--- config.mk ---
export PLATFORM = sky130hd
export DESIGN_NAME = copper_instruction_executor
export DESIGN_NICKNAME = d
export VERILOG_FILES = /design/src/sv/cie_pkg.sv /design/src/sv/copper_instruction_executor.sv
export SDC_FILE = /design/constraint.sdc
export NUM_CORES = 1
export LEC_CHECK = 0
export BUFFER_PORTS_ARGS = -buffer_cell sky130_fd_sc_hd__buf_2
export CAP_MARGIN = 20
export CORE_MARGIN = 4
export CORE_UTILIZATION = 45
export DETAILED_ROUTE_END_ITERATION = 10
export PLACE_DENSITY = 0.65
export SLEW_MARGIN = 20
export SYNTH_ARGS = -nofsm -noshare
export SYNTH_HDL_FRONTEND = slang
export SYNTH_SLANG_ARGS = --single-unit
--- constraint.sdc ---
create_clock -name clk -period 6.18 [get_ports clk]
set_input_delay 0.927 -clock clk [delete_from_list [all_inputs] [get_ports clk]]
set_output_delay 0.927 -clock clk [all_outputs]
set_load 0.01 [all_outputs]
--- src/sv/cie_pkg.sv ---
`timescale 1ns / 1ps
// shared types, constants and the fetch gap table for the copper instruction executor
package cie_pkg;

  localparam int ADDR_BITS = 21;
  localparam int ADDR_FIELD_BITS = 21;
  localparam int TIME_BITS = 18;
  localparam int NOW_BITS = 17;
  localparam int CAND_BITS = 19;
  localparam int XO_BITS = 9;

  localparam logic OP_EXECUTE = 1'b0;
  localparam logic OP_LOAD = 1'b1;

  localparam logic [15:0] END_FIRST = 16'hffff;
  localparam logic [15:0] END_SECOND = 16'hfffe;
  localparam logic [8:0] DANGER_BASE = 9'h040;
  localparam logic [8:0] FREE_BASE = 9'h080;
  localparam logic [8:0] WRAP_LINE = 9'd255;
  localparam logic [7:0] WRAP_VPOS_MAX = 8'h40;
  localparam logic [7:0] VMASK_FORCE = 8'h80;
  localparam logic [4:0] AHEAD_OFFSET = 5'd20;
  localparam logic [4:0] WRAP_OFFSET = 5'd4;
  localparam logic [ADDR_BITS-1:0] PC_STEP = ADDR_BITS'(4);

  localparam logic RESET_DANGER_ENABLE = 1'b0;
  localparam logic [7:0] RESET_LINE_CYCLES = 8'd227;
  localparam logic [4:0] RESET_INSTRUCTION_INTERVAL = 5'd4;
  localparam logic [7:0] RESET_LOAD_START_DELAY = 8'd4;

  typedef enum logic [1:0] {
    CFG_DANGER_ENABLE        = 2'd0,
    CFG_LINE_CYCLES          = 2'd1,
    CFG_INSTRUCTION_INTERVAL = 2'd2,
    CFG_LOAD_START_DELAY     = 2'd3
  } cfg_reg_t;

  typedef enum logic [1:0] {
    TS_HALT,
    TS_PLAIN,
    TS_CHECK_WAIT,
    TS_CHECK_BLIT
  } time_sel_t;

  typedef struct packed {
    logic        operation;
    logic [15:0] first_word;
    logic [15:0] second_word;
    logic [8:0]  beam_line;
    logic [7:0]  beam_cycle;
    logic [3:0]  bitplane_mode;
    logic        blitter_busy;
    logic [17:0] blitter_done_time;
    logic [20:0] new_address;
  } item_t;

  typedef struct packed {
    logic        write_valid;
    logic [8:0]  write_register;
    logic [15:0] write_data;
    logic        next_valid;
    logic [17:0] next_time;
    logic [20:0] fetch_address;
  } result_t;

  typedef struct packed {
    logic                       write_valid;
    logic [8:0]                 write_register;
    logic [15:0]                write_data;
    time_sel_t                  sel;
    logic [NOW_BITS-1:0]        now;
    logic [7:0]                 addend;
    logic [NOW_BITS-1:0]        yprod;
    logic [XO_BITS-1:0]         xo;
    logic [CAND_BITS-1:0]       blit_time;
    logic [ADDR_FIELD_BITS-1:0] fetch_address;
  } mid_t;

  function automatic logic [4:0] fetch_gap(input logic [3:0] mode);
    logic [4:0] gap;
    unique case (mode)
      4'd5:    gap = 5'd5;
      4'd6:    gap = 5'd6;
      4'd11:   gap = 5'd8;
      4'd12:   gap = 5'd16;
      default: gap = 5'd4;
    endcase
    return gap;
  endfunction

endpackage

--- src/sv/copper_instruction_executor.sv ---
`timescale 1ns / 1ps
// copper instruction executor: move, wait and skip with program counter upkeep
// One instruction beat enters per clock unless item_stall is raised, and its result
// moves through the input, beam product and result registers. Both multiplications
// of a 9-bit line by line_cycles sit in the first stage; the second stage adds
// the offsets and compares the candidate fetch time against the current beam
// time. The program counter moves on as a beat leaves the input register, so
// back-to-back instructions see it in order. Configuration writes are always
// taken and must only be made while no beat is in flight.
module copper_instruction_executor (
  input  logic             clk,
  input  logic             rst,
  input  logic             item_valid,
  output logic             item_stall,
  input  cie_pkg::item_t   item,
  output logic             result_valid,
  input  logic             result_stall,
  output cie_pkg::result_t result,
  input  logic             cfg_valid,
  output logic             cfg_ready,
  input  logic [3:0]       cfg_index,
  input  logic [7:0]       cfg_data
);

  logic                           danger_enable;
  logic [7:0]                     line_cycles;
  logic [4:0]                     instruction_interval;
  logic [7:0]                     load_start_delay;
  logic [cie_pkg::ADDR_BITS-1:0]  pc;
  logic [cie_pkg::ADDR_BITS-1:0]  pc_next;

  cie_pkg::item_t   q;
  logic             q_valid;
  cie_pkg::mid_t    mid;
  cie_pkg::mid_t    mid_next;
  logic             mid_valid;
  cie_pkg::result_t res;
  cie_pkg::result_t res_next;
  logic             res_valid;

  logic res_free;
  logic mid_free;
  logic q_free;

  logic [8:0]                     y;
  logic [cie_pkg::NOW_BITS-1:0]   now;
  logic [cie_pkg::NOW_BITS-1:0]   yprod;

  assign res_free = !res_valid || !result_stall;
  assign mid_free = !mid_valid || res_free;
  assign q_free = !q_valid || mid_free;
  assign item_stall = !q_free;
  assign result_valid = res_valid;
  assign result = res;
  assign cfg_ready = 1'b1;

  // configuration
  always_ff @(posedge clk) begin
    if (rst) begin
      danger_enable <= cie_pkg::RESET_DANGER_ENABLE;
      line_cycles <= cie_pkg::RESET_LINE_CYCLES;
      instruction_interval <= cie_pkg::RESET_INSTRUCTION_INTERVAL;
      load_start_delay <= cie_pkg::RESET_LOAD_START_DELAY;
    end else if (cfg_valid && cfg_ready) begin
      if (cfg_index == 4'(cie_pkg::CFG_DANGER_ENABLE)) begin
        danger_enable <= cfg_data[0];
      end
      if (cfg_index == 4'(cie_pkg::CFG_LINE_CYCLES)) begin
        line_cycles <= cfg_data;
      end
      if (cfg_index == 4'(cie_pkg::CFG_INSTRUCTION_INTERVAL)) begin
        instruction_interval <= cfg_data[4:0];
      end
      if (cfg_index == 4'(cie_pkg::CFG_LOAD_START_DELAY)) begin
        load_start_delay <= cfg_data;
      end
    end
  end

  // beam products
  assign now = cie_pkg::NOW_BITS'(q.beam_line) * cie_pkg::NOW_BITS'(line_cycles)
             + cie_pkg::NOW_BITS'(q.beam_cycle);
  assign yprod = cie_pkg::NOW_BITS'(y) * cie_pkg::NOW_BITS'(line_cycles);

  // decode and target selection
  always_comb begin
    logic [7:0]                    vmask;
    logic [7:0]                    vpos;
    logic [7:0]                    hpos;
    logic [7:0]                    hfree;
    logic [7:0]                    my;
    logic [7:0]                    mx;
    logic [7:0]                    x;
    logic [4:0]                    off;
    logic [8:0]                    wreg;
    logic                          passed;
    logic [cie_pkg::ADDR_BITS-1:0] pc_step;

    vmask = q.second_word[15:8] | cie_pkg::VMASK_FORCE;
    vpos = q.first_word[15:8];
    hpos = {q.first_word[7:1], 1'b0};
    hfree = {~q.second_word[7:1], 1'b0};
    my = q.beam_line[7:0] & vmask;
    mx = q.beam_cycle & q.second_word[7:0];
    wreg = {q.first_word[8:1], 1'b0};
    passed = (my > vpos) || ((my == vpos) && (mx >= hpos));
    pc_step = pc + cie_pkg::PC_STEP;

    y = '0;
    x = '0;
    off = '0;
    pc_next = pc;
    mid_next.write_valid = 1'b0;
    mid_next.write_register = '0;
    mid_next.write_data = '0;
    mid_next.sel = cie_pkg::TS_PLAIN;
    mid_next.addend = 8'(instruction_interval);
    mid_next.blit_time = cie_pkg::CAND_BITS'(q.blitter_done_time)
                       + cie_pkg::CAND_BITS'(instruction_interval);

    if (q.operation == cie_pkg::OP_LOAD) begin
      pc_next = cie_pkg::ADDR_BITS'(q.new_address);
      mid_next.addend = load_start_delay;
    end else begin
      pc_next = pc_step;
      if (q.first_word == cie_pkg::END_FIRST && q.second_word == cie_pkg::END_SECOND) begin
        mid_next.sel = cie_pkg::TS_HALT;
      end else if (!q.first_word[0]) begin
        if (wreg >= cie_pkg::FREE_BASE || (wreg >= cie_pkg::DANGER_BASE && danger_enable)) begin
          mid_next.write_valid = 1'b1;
          mid_next.write_register = wreg;
          mid_next.write_data = q.second_word;
          mid_next.addend = 8'(cie_pkg::fetch_gap(q.bitplane_mode));
        end else begin
          mid_next.sel = cie_pkg::TS_HALT;
        end
      end else if (!q.second_word[15] && q.blitter_busy) begin
        pc_next = pc;
        mid_next.sel = cie_pkg::TS_CHECK_BLIT;
      end else if (!q.second_word[0]) begin
        if (!passed) begin
          y = {q.beam_line[8], (q.beam_line[7:0] & ~vmask) | vpos};
          if (my == vpos && hfree < q.beam_cycle) begin
            x = (hfree & q.beam_cycle) | hpos;
          end else begin
            x = hpos;
          end
          off = cie_pkg::AHEAD_OFFSET;
          mid_next.sel = cie_pkg::TS_CHECK_WAIT;
          mid_next.addend = load_start_delay;
        end else if (q.beam_line == cie_pkg::WRAP_LINE && vpos <= cie_pkg::WRAP_VPOS_MAX) begin
          // line 255 wrap into the lines above 255
          y = {1'b1, ~vmask | vpos};
          x = hpos | (q.beam_cycle & hfree);
          off = cie_pkg::WRAP_OFFSET;
          mid_next.sel = cie_pkg::TS_CHECK_WAIT;
          mid_next.addend = load_start_delay;
        end
      end else if (passed) begin
        pc_next = pc_step + cie_pkg::PC_STEP;
      end
    end

    mid_next.now = now;
    mid_next.yprod = yprod;
    mid_next.xo = cie_pkg::XO_BITS'(x) + cie_pkg::XO_BITS'(off);
    mid_next.fetch_address = cie_pkg::ADDR_FIELD_BITS'(pc_next);
  end

  // fetch time
  always_comb begin
    logic [cie_pkg::TIME_BITS-1:0] fall;
    logic [cie_pkg::CAND_BITS-1:0] cand;
    logic                          later;

    fall = cie_pkg::TIME_BITS'(mid.now) + cie_pkg::TIME_BITS'(mid.addend);
    if (mid.sel == cie_pkg::TS_CHECK_BLIT) begin
      cand = mid.blit_time;
    end else begin
      cand = cie_pkg::CAND_BITS'(mid.yprod) + cie_pkg::CAND_BITS'(mid.xo);
    end
    later = cand > cie_pkg::CAND_BITS'(mid.now);

    res_next.write_valid = mid.write_valid;
    res_next.write_register = mid.write_register;
    res_next.write_data = mid.write_data;
    res_next.fetch_address = mid.fetch_address;
    res_next.next_valid = 1'b1;
    unique case (mid.sel)
      cie_pkg::TS_HALT: begin
        res_next.next_valid = 1'b0;
        res_next.next_time = '0;
      end
      cie_pkg::TS_PLAIN: begin
        res_next.next_time = fall;
      end
      cie_pkg::TS_CHECK_WAIT, cie_pkg::TS_CHECK_BLIT: begin
        res_next.next_time = later ? cie_pkg::TIME_BITS'(cand) : fall;
      end
      default: begin
        res_next.next_time = fall;
      end
    endcase
  end

  // pipeline
  always_ff @(posedge clk) begin
    if (rst) begin
      q_valid <= 1'b0;
      mid_valid <= 1'b0;
      res_valid <= 1'b0;
      pc <= '0;
    end else begin
      if (q_free) begin
        q_valid <= item_valid;
      end
      if (mid_free) begin
        mid_valid <= q_valid;
        if (q_valid) begin
          pc <= pc_next;
        end
      end
      if (res_free) begin
        res_valid <= mid_valid;
      end
    end
  end

  always_ff @(posedge clk) begin
    if (q_free && item_valid) begin
      q <= item;
    end
    if (mid_free && q_valid) begin
      mid <= mid_next;
    end
    if (res_free && mid_valid) begin
      res <= res_next;
    end
  end

  a_halt_no_time: assert property (@(posedge clk) disable iff (rst)
    result_valid && !result.next_valid |-> result.next_time == '0)
    else $error("halted beat carries a fetch time");

  a_write_allowed: assert property (@(posedge clk) disable iff (rst)
    result_valid && result.write_valid |->
      result.next_valid && result.write_register[8:6] != 3'd0 && !result.write_register[0])
    else $error("register write to a protected or odd offset");

  a_no_write_zero: assert property (@(posedge clk) disable iff (rst)
    result_valid && !result.write_valid |->
      result.write_register == '0 && result.write_data == '0)
    else $error("idle write fields not cleared");

  a_accept_fills: assert property (@(posedge clk) disable iff (rst)
    item_valid && !item_stall |=> q_valid)
    else $error("accepted beat lost at the input register");

  a_mid_holds: assert property (@(posedge clk) disable iff (rst)
    mid_valid && !res_free |=> mid_valid && $stable(mid))
    else $error("middle stage changed while the result was stalled");

endmodule
==> results.toml, run 1 <==
[placed_design]
gp_congestion = 0.889
buffer_ports.inserted = 177
place_hpwl_mm = 41.7

[logic_synthesis]
synth_top_area_cell = "sky130_fd_sc_hd__edfxtp_1"
syn_area_um2 = 20400
number_of_enable_type_register_cells_in_the_synthesized_netlist = 276
synth_xor_xnor_area_share_pct = 3.34
postSynth.asyncResetShare_pct = 0
muxShareOfSynthArea_pct = 2.02
main_combinational_cell_family_by_area_after_synthesis = "adder cells"
synth_compound_area_share_pct = 9.76
ys_seq_elements = 322
post_synth_and_or_nand_nor_area_fraction_pct = 15.7
synth-warning-count = 0
avgSynthCellArea_um2 = 10.8
syn-instance-count = 1888
register_area_share_after_synthesis_pct = 45.1
post_synth_num_cell_types = 85
synth_adder_area_share_pct = 18.8
synth_fp_nets = 2249
synth.area.top_cells = "sky130_fd_sc_hd__edfxtp_1 (41%), sky130_fd_sc_hd__ha_1 (9.5%), sky130_fd_sc_hd__fa_1 (9.3%)"
synth_ff_type = "sky130_fd_sc_hd__edfxtp_1"
synthDominantCellAreaShare_pct = 40.6

[clock_network]
clock_sinks = 322
total_number_of_h_tree_levels = 2
clock_latency_ps = 550
tritoncts_buffer_count = 35
clk_transition_reported_paths_ps = 60
cts_tree = "done"
clock-root-buffer = "sky130_fd_sc_hd__clkbuf_16"
max-clock-path-buffers = 3

[power]
p_per_area_nw_per_um2 = 281
power.static_leakage_nw = 10.4
ir_drop_v = 0.000282

[timing]
hold-worst-slack_ps = 416
clock.fmax_mhz = 160
rsz0062_at_grt = "yes"
worstMarginPinSlew_ps = 1090
max-slew-margin-rel_pct = 26.8
fin_worst_skew_ps = 23.4
timing.final.setup_violations = 1
finalHoldViolations = 0
final_min_period_over_clock_period_pct = 101
slew_viol_final = 0
post-route-min-period_ps = 6230
setup_ws_ps = -54.2

[detailed_routing]
drt_pre_antenna_iters = 5
drt_first_iter_violations = 1103
overall_routed_net_length_mm = 54.9
total_drc_errors_in_the_routed_layout = 0
detailroute.via_count = 15100
routed_via_density = 5.47
drt-wirelength-per-cell_um = 19.9
antenna_violation_net_count_after_detailed_routing = 0

[global_route]
number_of_antenna_violations_at_the_first_check_in_global_routing = 0
busiest_layer = "met2"
grt.overflow.total = 0
grt.met1_usage_pct = 30.1
grt_max_degree = 70
grt_first_pass_wirelength_mm = 85.3
gr-usage-met3_pct = 3.96
via_count_of_the_first_global_routing_pass = 15000
groute.usage.overall_pct = 21.9
use_met2_pct = 35.1

[critical_path]
critical_path_arrival_ps = 6510
critical_path_peak_fanout = 6
crit_buf_inv = 4
cp_top_family = "adder cells"
worst_path_most_repeated_cell = "sky130_fd_sc_hd__fa_1"
critical_path_depth = 23
critical_path_class = "reg -> reg"
cp-end-kind = "flip-flop"
worst_ep_required_time_ps = 6450
crit_path_cell_trace = "and2_1 -> ha_1 -> nand4_1 -> a2111oi_4 -> o31ai_4 -> a31oi_4 -> nand3_4 -> a21oi_4 -> buf_6 -> nand2_2 -> fa_1 -> fa_1 -> inv_2 -> fa_1 -> inv_1 -> fa_1 -> inv_2 -> ha_4 -> a21o_1 -> a21oi_2 -> o211ai_1 -> a2111oi_1 -> nor3b_1"
cp_slowest_stage_delay_ps = 550
kind_of_launch_point_of_the_worst_setup_path = "flip-flop"
critical_path.slowest_cell = "sky130_fd_sc_hd__fa_1"
ff2ff_path_depth = 23

[floorplanning]
floorplan.initialDensity_pct = 45.9
floorplan.core_area_um2 = 44500
num_io_pins = 180
die_area_um2 = 48900
num_rows = 77
fp.dieH_um = 221
chipWidth_um = 221

[cells_and_area]
final_net_count = 2496
layout-area-overhead-vs-synth_pct = 18.1
drive_above_1_share_pct = 20.0
num_antenna_cells = 0
fin_util_pct = 54.2
most_common_library_cell_in_the_layout_ignoring_fill_and_taps = "sky130_fd_sc_hd__edfxtp_1"
most-common-layout-cells = "sky130_fd_sc_hd__edfxtp_1 (276), sky130_fd_sc_hd__inv_1 (198), sky130_fd_sc_hd__buf_2 (177)"

[outcome]
failing_checks = "negative setup slack"
status = "finished, violations left"

[hold_path]
holdPathStages = 0
holdCritPathClass = "reg -> reg"

[flow_run]
max-cap-violations = 0
-- metrics by stage --
step / cell area [um2] / TNS (ps) / std cells / power, mW / worst slack [ps]
final: 24100 / -54.2 / 2754 / 6.78 / -54.2
after global routing: 24100 / -559 / 2754 / 7.17 / -237
after CTS: 23900 / 0 / 2743 / 6.80 / 0.397
after detailed placement: 22500 / -374 / 2669 / 4.70 / -177
after global placement: 22500 / 0 / 2669 / 4.67 / 2.19
after floorplan: 20600 / 0 / 1888 / 4.08 / 30.4
-- report_power, final --
group          internal (mW)  switching [mW]  total, mW
Sequential              2.62           0.127       2.74
Combinational          0.815            1.16       1.98
Clock                   1.18           0.873       2.06
Total                   4.61            2.16       6.78
-- cells by family after synthesis --
kind of cell / after synthesis
buf+inv: 280
xor+xnor: 78
mux: 40
other cells: 2
simple gates: 611
compound gates: 305
flops: 322
fa+ha+maj: 250
-- state kept, by name (all words and copies together), names as in the netlist, 5 cells and up --
name / cells
instruction_interval: 5
line_cycles: 8
load_start_delay: 8
mid: 117
pc: 21
q: 94
result: 65
-- routing by layer --
metal,vias up,routed length (um)
li1,7143,-
met1,7308,24400
met2,521,25300
met5,-,0
met3,100,3360
met4,0,1900
-- worst paths after layout --
path	slack, ps	from	to
worst max-delay path	-50	q[53]	mid[65]
worst min register to register	420	mid[1]	result[1]
worst min-delay path	420	mid[1]	result[1]
worst max register to register	-50	q[53]	mid[65]
-- synthesized netlist by cell type (all sizes together) (6+ instances only) --
cell / instances
a211oi: 10
a21boi: 6
a21o: 22
a21oi: 72
a31oi: 19
and2: 90
and3: 47
buf: 14
clkbuf: 60
dfxtp: 46
edfxtp: 276
fa: 95
ha: 155
inv: 206
mux2: 10
mux2i: 30
nand2: 163
nand2b: 10
nand3: 53
nand4: 31
nor2: 111
nor2b: 13
nor3: 36
nor4: 22
o211ai: 6
o21a: 11
o21ai: 76
o21bai: 8
o31ai: 12
o41ai: 7
xnor2: 53
xor2: 25
-- final cells by class --
type | instances | area (um2)
repair buffers | 284 | 1740
flip-flops and latches | 322 | 9210
multi-input cells | 1286 | 10500
clock inverters | 21 | 178
clock buffers | 43 | 947
fillers | 3909 | 20400
inverters | 206 | 783
well taps | 592 | 741
-- repair_timing --
action / 4_1_cts / 5_1_grt
endpoints found under the setup margin: 4 / 6
resized for setup: 37 / 30
hold buffers: 0 / 0
endpoints found under the hold margin: 0 / 0
setup buffers: 10 / 11
pin swaps: 27 / 35
No activity file was read; power rests on OpenSTA's default activity.
==> run 2: changes to the inputs <==
--- a/config.mk
+++ b/config.mk
@@ -5,12 +5,12 @@
 export SDC_FILE = /design/constraint.sdc
 export NUM_CORES = 1
 export LEC_CHECK = 0
+export ABC_CLOCK_PERIOD_IN_PS = 6100
 export BUFFER_PORTS_ARGS = -buffer_cell sky130_fd_sc_hd__buf_2
 export CAP_MARGIN = 20
 export CORE_MARGIN = 4
 export CORE_UTILIZATION = 45
 export DETAILED_ROUTE_END_ITERATION = 10
-export PLACE_DENSITY = 0.65
 export SLEW_MARGIN = 20
 export SYNTH_ARGS = -nofsm -noshare
 export SYNTH_HDL_FRONTEND = slang
==> constraint.sdc (replaced) <==
create_clock -name clk -period 6.1 [get_ports clk]
set_input_delay 0.915 -clock clk [delete_from_list [all_inputs] [get_ports clk]]
set_output_delay 0.915 -clock clk [all_outputs]
set_load 0.01 [all_outputs]
==> results.toml, run 2 (synthesis results as in run 1) <==
[clock_network]
clk_transition_reported_paths_ps = 60
tritoncts_buffer_count = 37
clock-root-buffer = "sky130_fd_sc_hd__clkbuf_16"
max-clock-path-buffers = 3
clock_sinks = 322
total_number_of_h_tree_levels = 2
ctsHoldBuffers = 0
clock_latency_ps = 570
cts_tree = "done"

[detailed_routing]
antenna_violation_net_count_after_detailed_routing = 0
routed_via_density = 5.43
total_drc_errors_in_the_routed_layout = 0
detailroute.via_count = 15000
drt_pre_antenna_iters = 6
overall_routed_net_length_mm = 55.3
drt_first_iter_violations = 1044
drt-wirelength-per-cell_um = 20.0

[global_route]
grt_max_degree = 70
groute.usage.overall_pct = 22.4
grt.overflow.total = 0
number_of_antenna_violations_at_the_first_check_in_global_routing = 0
grt_first_pass_wirelength_mm = 87.0
via_count_of_the_first_global_routing_pass = 15200

[timing]
rsz0062_at_grt = "yes"
slew_viol_final = 0
worstMarginPinSlew_ps = 1090
max-slew-margin-rel_pct = 26.8
fin_worst_skew_ps = 38.8
post-route-min-period_ps = 6070
final_min_period_over_clock_period_pct = 99.5
timing.final.setup_violations = 0
clock.fmax_mhz = 165
finalHoldViolations = 0
hold-worst-slack_ps = 405

[floorplanning]
floorplan.core_area_um2 = 44500
chipWidth_um = 221
floorplan.initialDensity_pct = 45.9
die_area_um2 = 48900
num_rows = 77
num_io_pins = 180
fp.dieH_um = 221

[cells_and_area]
final_net_count = 2503
post_layout_nonfiller_instances = 2762
most-common-layout-cells = "sky130_fd_sc_hd__edfxtp_1 (276), sky130_fd_sc_hd__inv_1 (196), sky130_fd_sc_hd__buf_2 (177)"
num_antenna_cells = 0
registers.top_by_ff_count = "mid"
most_common_library_cell_in_the_layout_ignoring_fill_and_taps = "sky130_fd_sc_hd__edfxtp_1"
largest_register_ffs = 117
layout-area-overhead-vs-synth_pct = 18.7
drive_above_1_share_pct = 20.6

[critical_path]
kind_of_launch_point_of_the_worst_setup_path = "flip-flop"
critical_path_arrival_ps = 6370
cp-end-kind = "flip-flop"
cp_slowest_stage_delay_ps = 550
crit_path_cell_trace = "ha_2 -> ha_4 -> a211o_1 -> a2111oi_4 -> o31ai_4 -> a31oi_4 -> nand3_4 -> a21oi_4 -> buf_6 -> and2_4 -> fa_1 -> fa_1 -> fa_1 -> inv_2 -> fa_1 -> inv_2 -> ha_4 -> and2_1 -> o21ai_2 -> o211ai_1 -> a2111oi_2 -> nor3b_1"
critical_path_peak_fanout = 5
timing.rr.start = "q[49]"
worst_ep_required_time_ps = 6400
rrSetupSlack_ps = 30
critical_path_class = "reg -> reg"
r2r_end = "mid[65]"
worst_path_most_repeated_cell = "sky130_fd_sc_hd__fa_1"
critical_path.slowest_cell = "sky130_fd_sc_hd__fa_1"
endpoint = "mid[65]"
ff2ff_path_depth = 22
worst_setup_path_startpoint = "q[49]"

[power]
totalPowerFinal_mw = 6.96
power.static_leakage_nw = 10.5
p_per_area_nw_per_um2 = 287
ir_drop_v = 0.000242

[hold_path]
holdPathStages = 0
holdCritPathClass = "reg -> reg"

[flow_run]
max-cap-violations = 0

[placed_design]
place_hpwl_mm = 42.2
buffer_ports.inserted = 177
place.detailed.instances = 2678
gp_congestion = 0.909

[outcome]
status = "finished, final reports clean"
## run 2: cell types whose count changed in the layout (fill, tap and decap cells not counted), sizes merged
cell,change
clkinv,-2
clkinvlp,-3
inv,+3
buf,+5
clkbuf,+5
## run 2: worst max-delay path: cells and delay by family, from the launching register on
kind                       cells  cell delay [ps]
AOI/OAI and AO/OA              8             1950
adders and majority gates      7             2690
buffers and inverters          3              230
DFF                            1              410
and+or+nand+nor                4              580
## run 2: repair_timing
item                                    CTS  global route
endpoints found under the setup margin    3             7
setup buffers                             7            10
cloned                                    0             0
resized for setup                        26            44
pin swaps                                20            39
## run 2: per-stage QoR
stage	area (um2)	utilization [%]	worst slack [ps]	TNS (ps)
2_1_floorplan	20600	-	12.6	0
3_3_place_gp	22600	50.8	-97.9	-167
3_5_place_dp	22600	50.8	-223	-485
4_1_cts	24000	53.8	-32.2	-57.7
5_1_grt	24200	54.4	-206	-659
6_report	24200	54.4	29.2	0
## run 2: worst min path at each step
stage / start / endpoint / slack, ps
after floorplan: mid[0] / result[0] / 400
after global placement: mid[8] / result[8] / 400
after detailed placement: mid[97] / result[44] / 400
after CTS: mid[95] / result[42] / 390
after global routing: mid[95] / result[42] / 390
final: mid[95] / result[42] / 410
## run 2: layout make-up
cell class | count | area, um2
fillers | 4001 | 20300
inverters | 206 | 781
clock inverters | 19 | 178
flip-flops and latches | 322 | 9210
multi-input cells | 1286 | 10500
well taps | 592 | 741
clock buffers | 48 | 998
repair buffers | 289 | 1780
## run 2: power by group
part | internal [mW] | switching [mW]
Sequential | 2.65 | 0.132
Combinational | 0.830 | 1.18
Clock | 1.25 | 0.912
Total | 4.74 | 2.22
## run 2: per-layer routing
| metal | vias up | track usage, % | part of all wire (%) |
|---|---|---|---|
| li1 | 7194 | - | - |
| met1 | 7288 | 30.9 | 45 |
| met2 | 424 | 35.9 | 46 |
| met3 | 99 | 3.91 | 5.2 |
| met4 | 0 | 7.89 | 3.8 |
| met5 | - | 0 | 0 |
==> run 3: changes to the inputs <==
--- a/config.mk
+++ b/config.mk
@@ -11,6 +11,7 @@
 export CORE_MARGIN = 4
 export CORE_UTILIZATION = 45
 export DETAILED_ROUTE_END_ITERATION = 10
+export PLACE_DENSITY_LB_ADDON = 0.15
 export SLEW_MARGIN = 20
 export SYNTH_ARGS = -nofsm -noshare
 export SYNTH_HDL_FRONTEND = slang
==> results.toml, run 3 (synthesis results as in run 1) <==
[timing]
fin_worst_skew_ps = 28.5
total_neg_setup_slack_ps = -52.3
post-route-min-period_ps = 6150
setup_ws_ps = -52.3
final_min_period_over_clock_period_pct = 101
finalHoldViolations = 0
max-slew-margin-rel_pct = 26.1
rsz0062_at_grt = "yes"
worstMarginPinSlew_ps = 1100
hold-worst-slack_ps = 399
timing.final.setup_violations = 1
clock.fmax_mhz = 163
slew_viol_final = 0

[power]
power.switching_fraction_pct = 31.9
p_per_area_nw_per_um2 = 282
sw_power_mw = 2.19
intPower_mw = 4.68
seq_power_share_pct = 40.5
power.share.combinational_pct = 29.3
power_frac_clock_pct = 30.1
ir_drop_v = 0.000208
totalPowerFinal_mw = 6.87
power.static_leakage_nw = 10.5

[floorplanning]
die_area_um2 = 48900
floorplan.initialDensity_pct = 45.9
num_io_pins = 180
floorplan.core_area_um2 = 44500
num_rows = 77
fp.dieH_um = 221
chipWidth_um = 221

[cells_and_area]
registers.top_by_ff_count = "mid"
register_area_um2 = 9210
drive_above_1_share_pct = 21.1
finalInstanceArea_um2 = 24300
most_common_library_cell_in_the_layout_ignoring_fill_and_taps = "sky130_fd_sc_hd__edfxtp_1"
num_antenna_cells = 0
most-common-layout-cells = "sky130_fd_sc_hd__edfxtp_1 (276), sky130_fd_sc_hd__inv_1 (195), sky130_fd_sc_hd__buf_2 (177)"
number_of_filler_instances_in_the_final_layout = 3917
layout-area-overhead-vs-synth_pct = 19.1
final_net_count = 2508
multi_input_comb_area_um2 = 10600
largest_register_ffs = 117

[placed_design]
buffer_ports.inserted = 177
dp_worst_setup_slack_ps = -187
post_dp_cell_area_um2 = 22700
gp_congestion = 0.897
place_hpwl_mm = 41.7

[clock_network]
total_number_of_h_tree_levels = 2
clock-root-buffer = "sky130_fd_sc_hd__clkbuf_16"
tritoncts_buffer_count = 35
clock_latency_ps = 570
cts_tree = "done"
max-clock-path-buffers = 3
clk_transition_reported_paths_ps = 60
clock_sinks = 322

[detailed_routing]
routed_via_density = 5.39
drt-wirelength-per-cell_um = 20.0
total_drc_errors_in_the_routed_layout = 0
overall_routed_net_length_mm = 55.2
drt_pre_antenna_iters = 5
antenna_violation_net_count_after_detailed_routing = 0
detailroute.via_count = 14900
drt_first_iter_violations = 1111

[critical_path]
critical_path.slowest_cell = "sky130_fd_sc_hd__fa_1"
cp_top_family = "compound AO/OA/AOI/OAI gates"
worst_ep_required_time_ps = 6390
crit_buf_inv = 4
kind_of_launch_point_of_the_worst_setup_path = "flip-flop"
critical_path_arrival_ps = 6440
cp_slowest_stage_delay_ps = 540
ff2ff_path_depth = 26
cp-end-kind = "flip-flop"
critical_path_peak_fanout = 5
critical_path_class = "reg -> reg"
critical_path_depth = 26

[global_route]
number_of_antenna_violations_at_the_first_check_in_global_routing = 1
grt.overflow.total = 0
via_count_of_the_first_global_routing_pass = 15100
grt_first_pass_wirelength_mm = 86.1
groute.usage.overall_pct = 22.0
grt_max_degree = 95

[hold_path]
holdPathStages = 0
holdCritPathClass = "reg -> reg"

[outcome]
status = "finished, violations left"
failing_checks = "negative setup slack"

[flow_run]
max-cap-violations = 0
## run 3: cell count changes in the layout (fill, tap and decap cells not counted), moves of 3 or more
cell and delta:
sky130_fd_sc_hd__buf_6 +7, sky130_fd_sc_hd__clkbuf_8 +3, sky130_fd_sc_hd__ha_1 -4, sky130_fd_sc_hd__ha_2 +3, sky130_fd_sc_hd__nor2_2 -3, sky130_fd_sc_hd__nor2_4 +4
## run 3: metal layers
layer  global-route usage (%)  up-vias  routed length (um)  share of wire [%]
met5                        0        -                  12              0.022
met4                     5.34        2                1180                2.1
met3                     3.51       71                2500                4.5
met2                     36.4      349               26000                 47
met1                     30.7     7302               25500                 46
li1                         -     7196                   -                  -
## run 3: repair_timing
action	in CTS	in global routing
buffers inserted	13	10
endpoints found under the setup margin	4	4
endpoints found under the hold margin	0	0
gates resized for setup	53	36
hold buffers	0	0
pin swaps	40	50
## run 3: per-stage QoR
step                      instances  util, %
after detailed placement       2679     50.9
after global routing           2766     54.7
after floorplan                1888        -
after global placement         2679     50.9
final                          2766     54.7
after CTS                      2756     54.2
## run 3: worst paths after layout
kind	end	slack, ps	from
max reg2reg	mid[64]	-50	q[66]
max	mid[64]	-50	q[66]
min	result[9]	400	mid[9]
min reg2reg	result[9]	400	mid[9]
## run 3: final cells by class
cell class,count,share of cell area (%)
clock buffer,48,4.05
clock inverter,16,0.612
inverter,206,3.24
multi-input combinational,1286,43.6
sequential,322,37.9
tap,592,3.04
timing repair buffer,296,7.62
## run 3: power groups by stage
stage	registers [mW]	logic (mW)	clock network [mW]
after global placement	2.83	1.92	0
after CTS	2.79	1.99	2.13
final	2.78	2.02	2.07
after floorplan	2.78	1.35	0
after global routing	2.80	2.25	2.22
after detailed placement	2.83	1.94	0
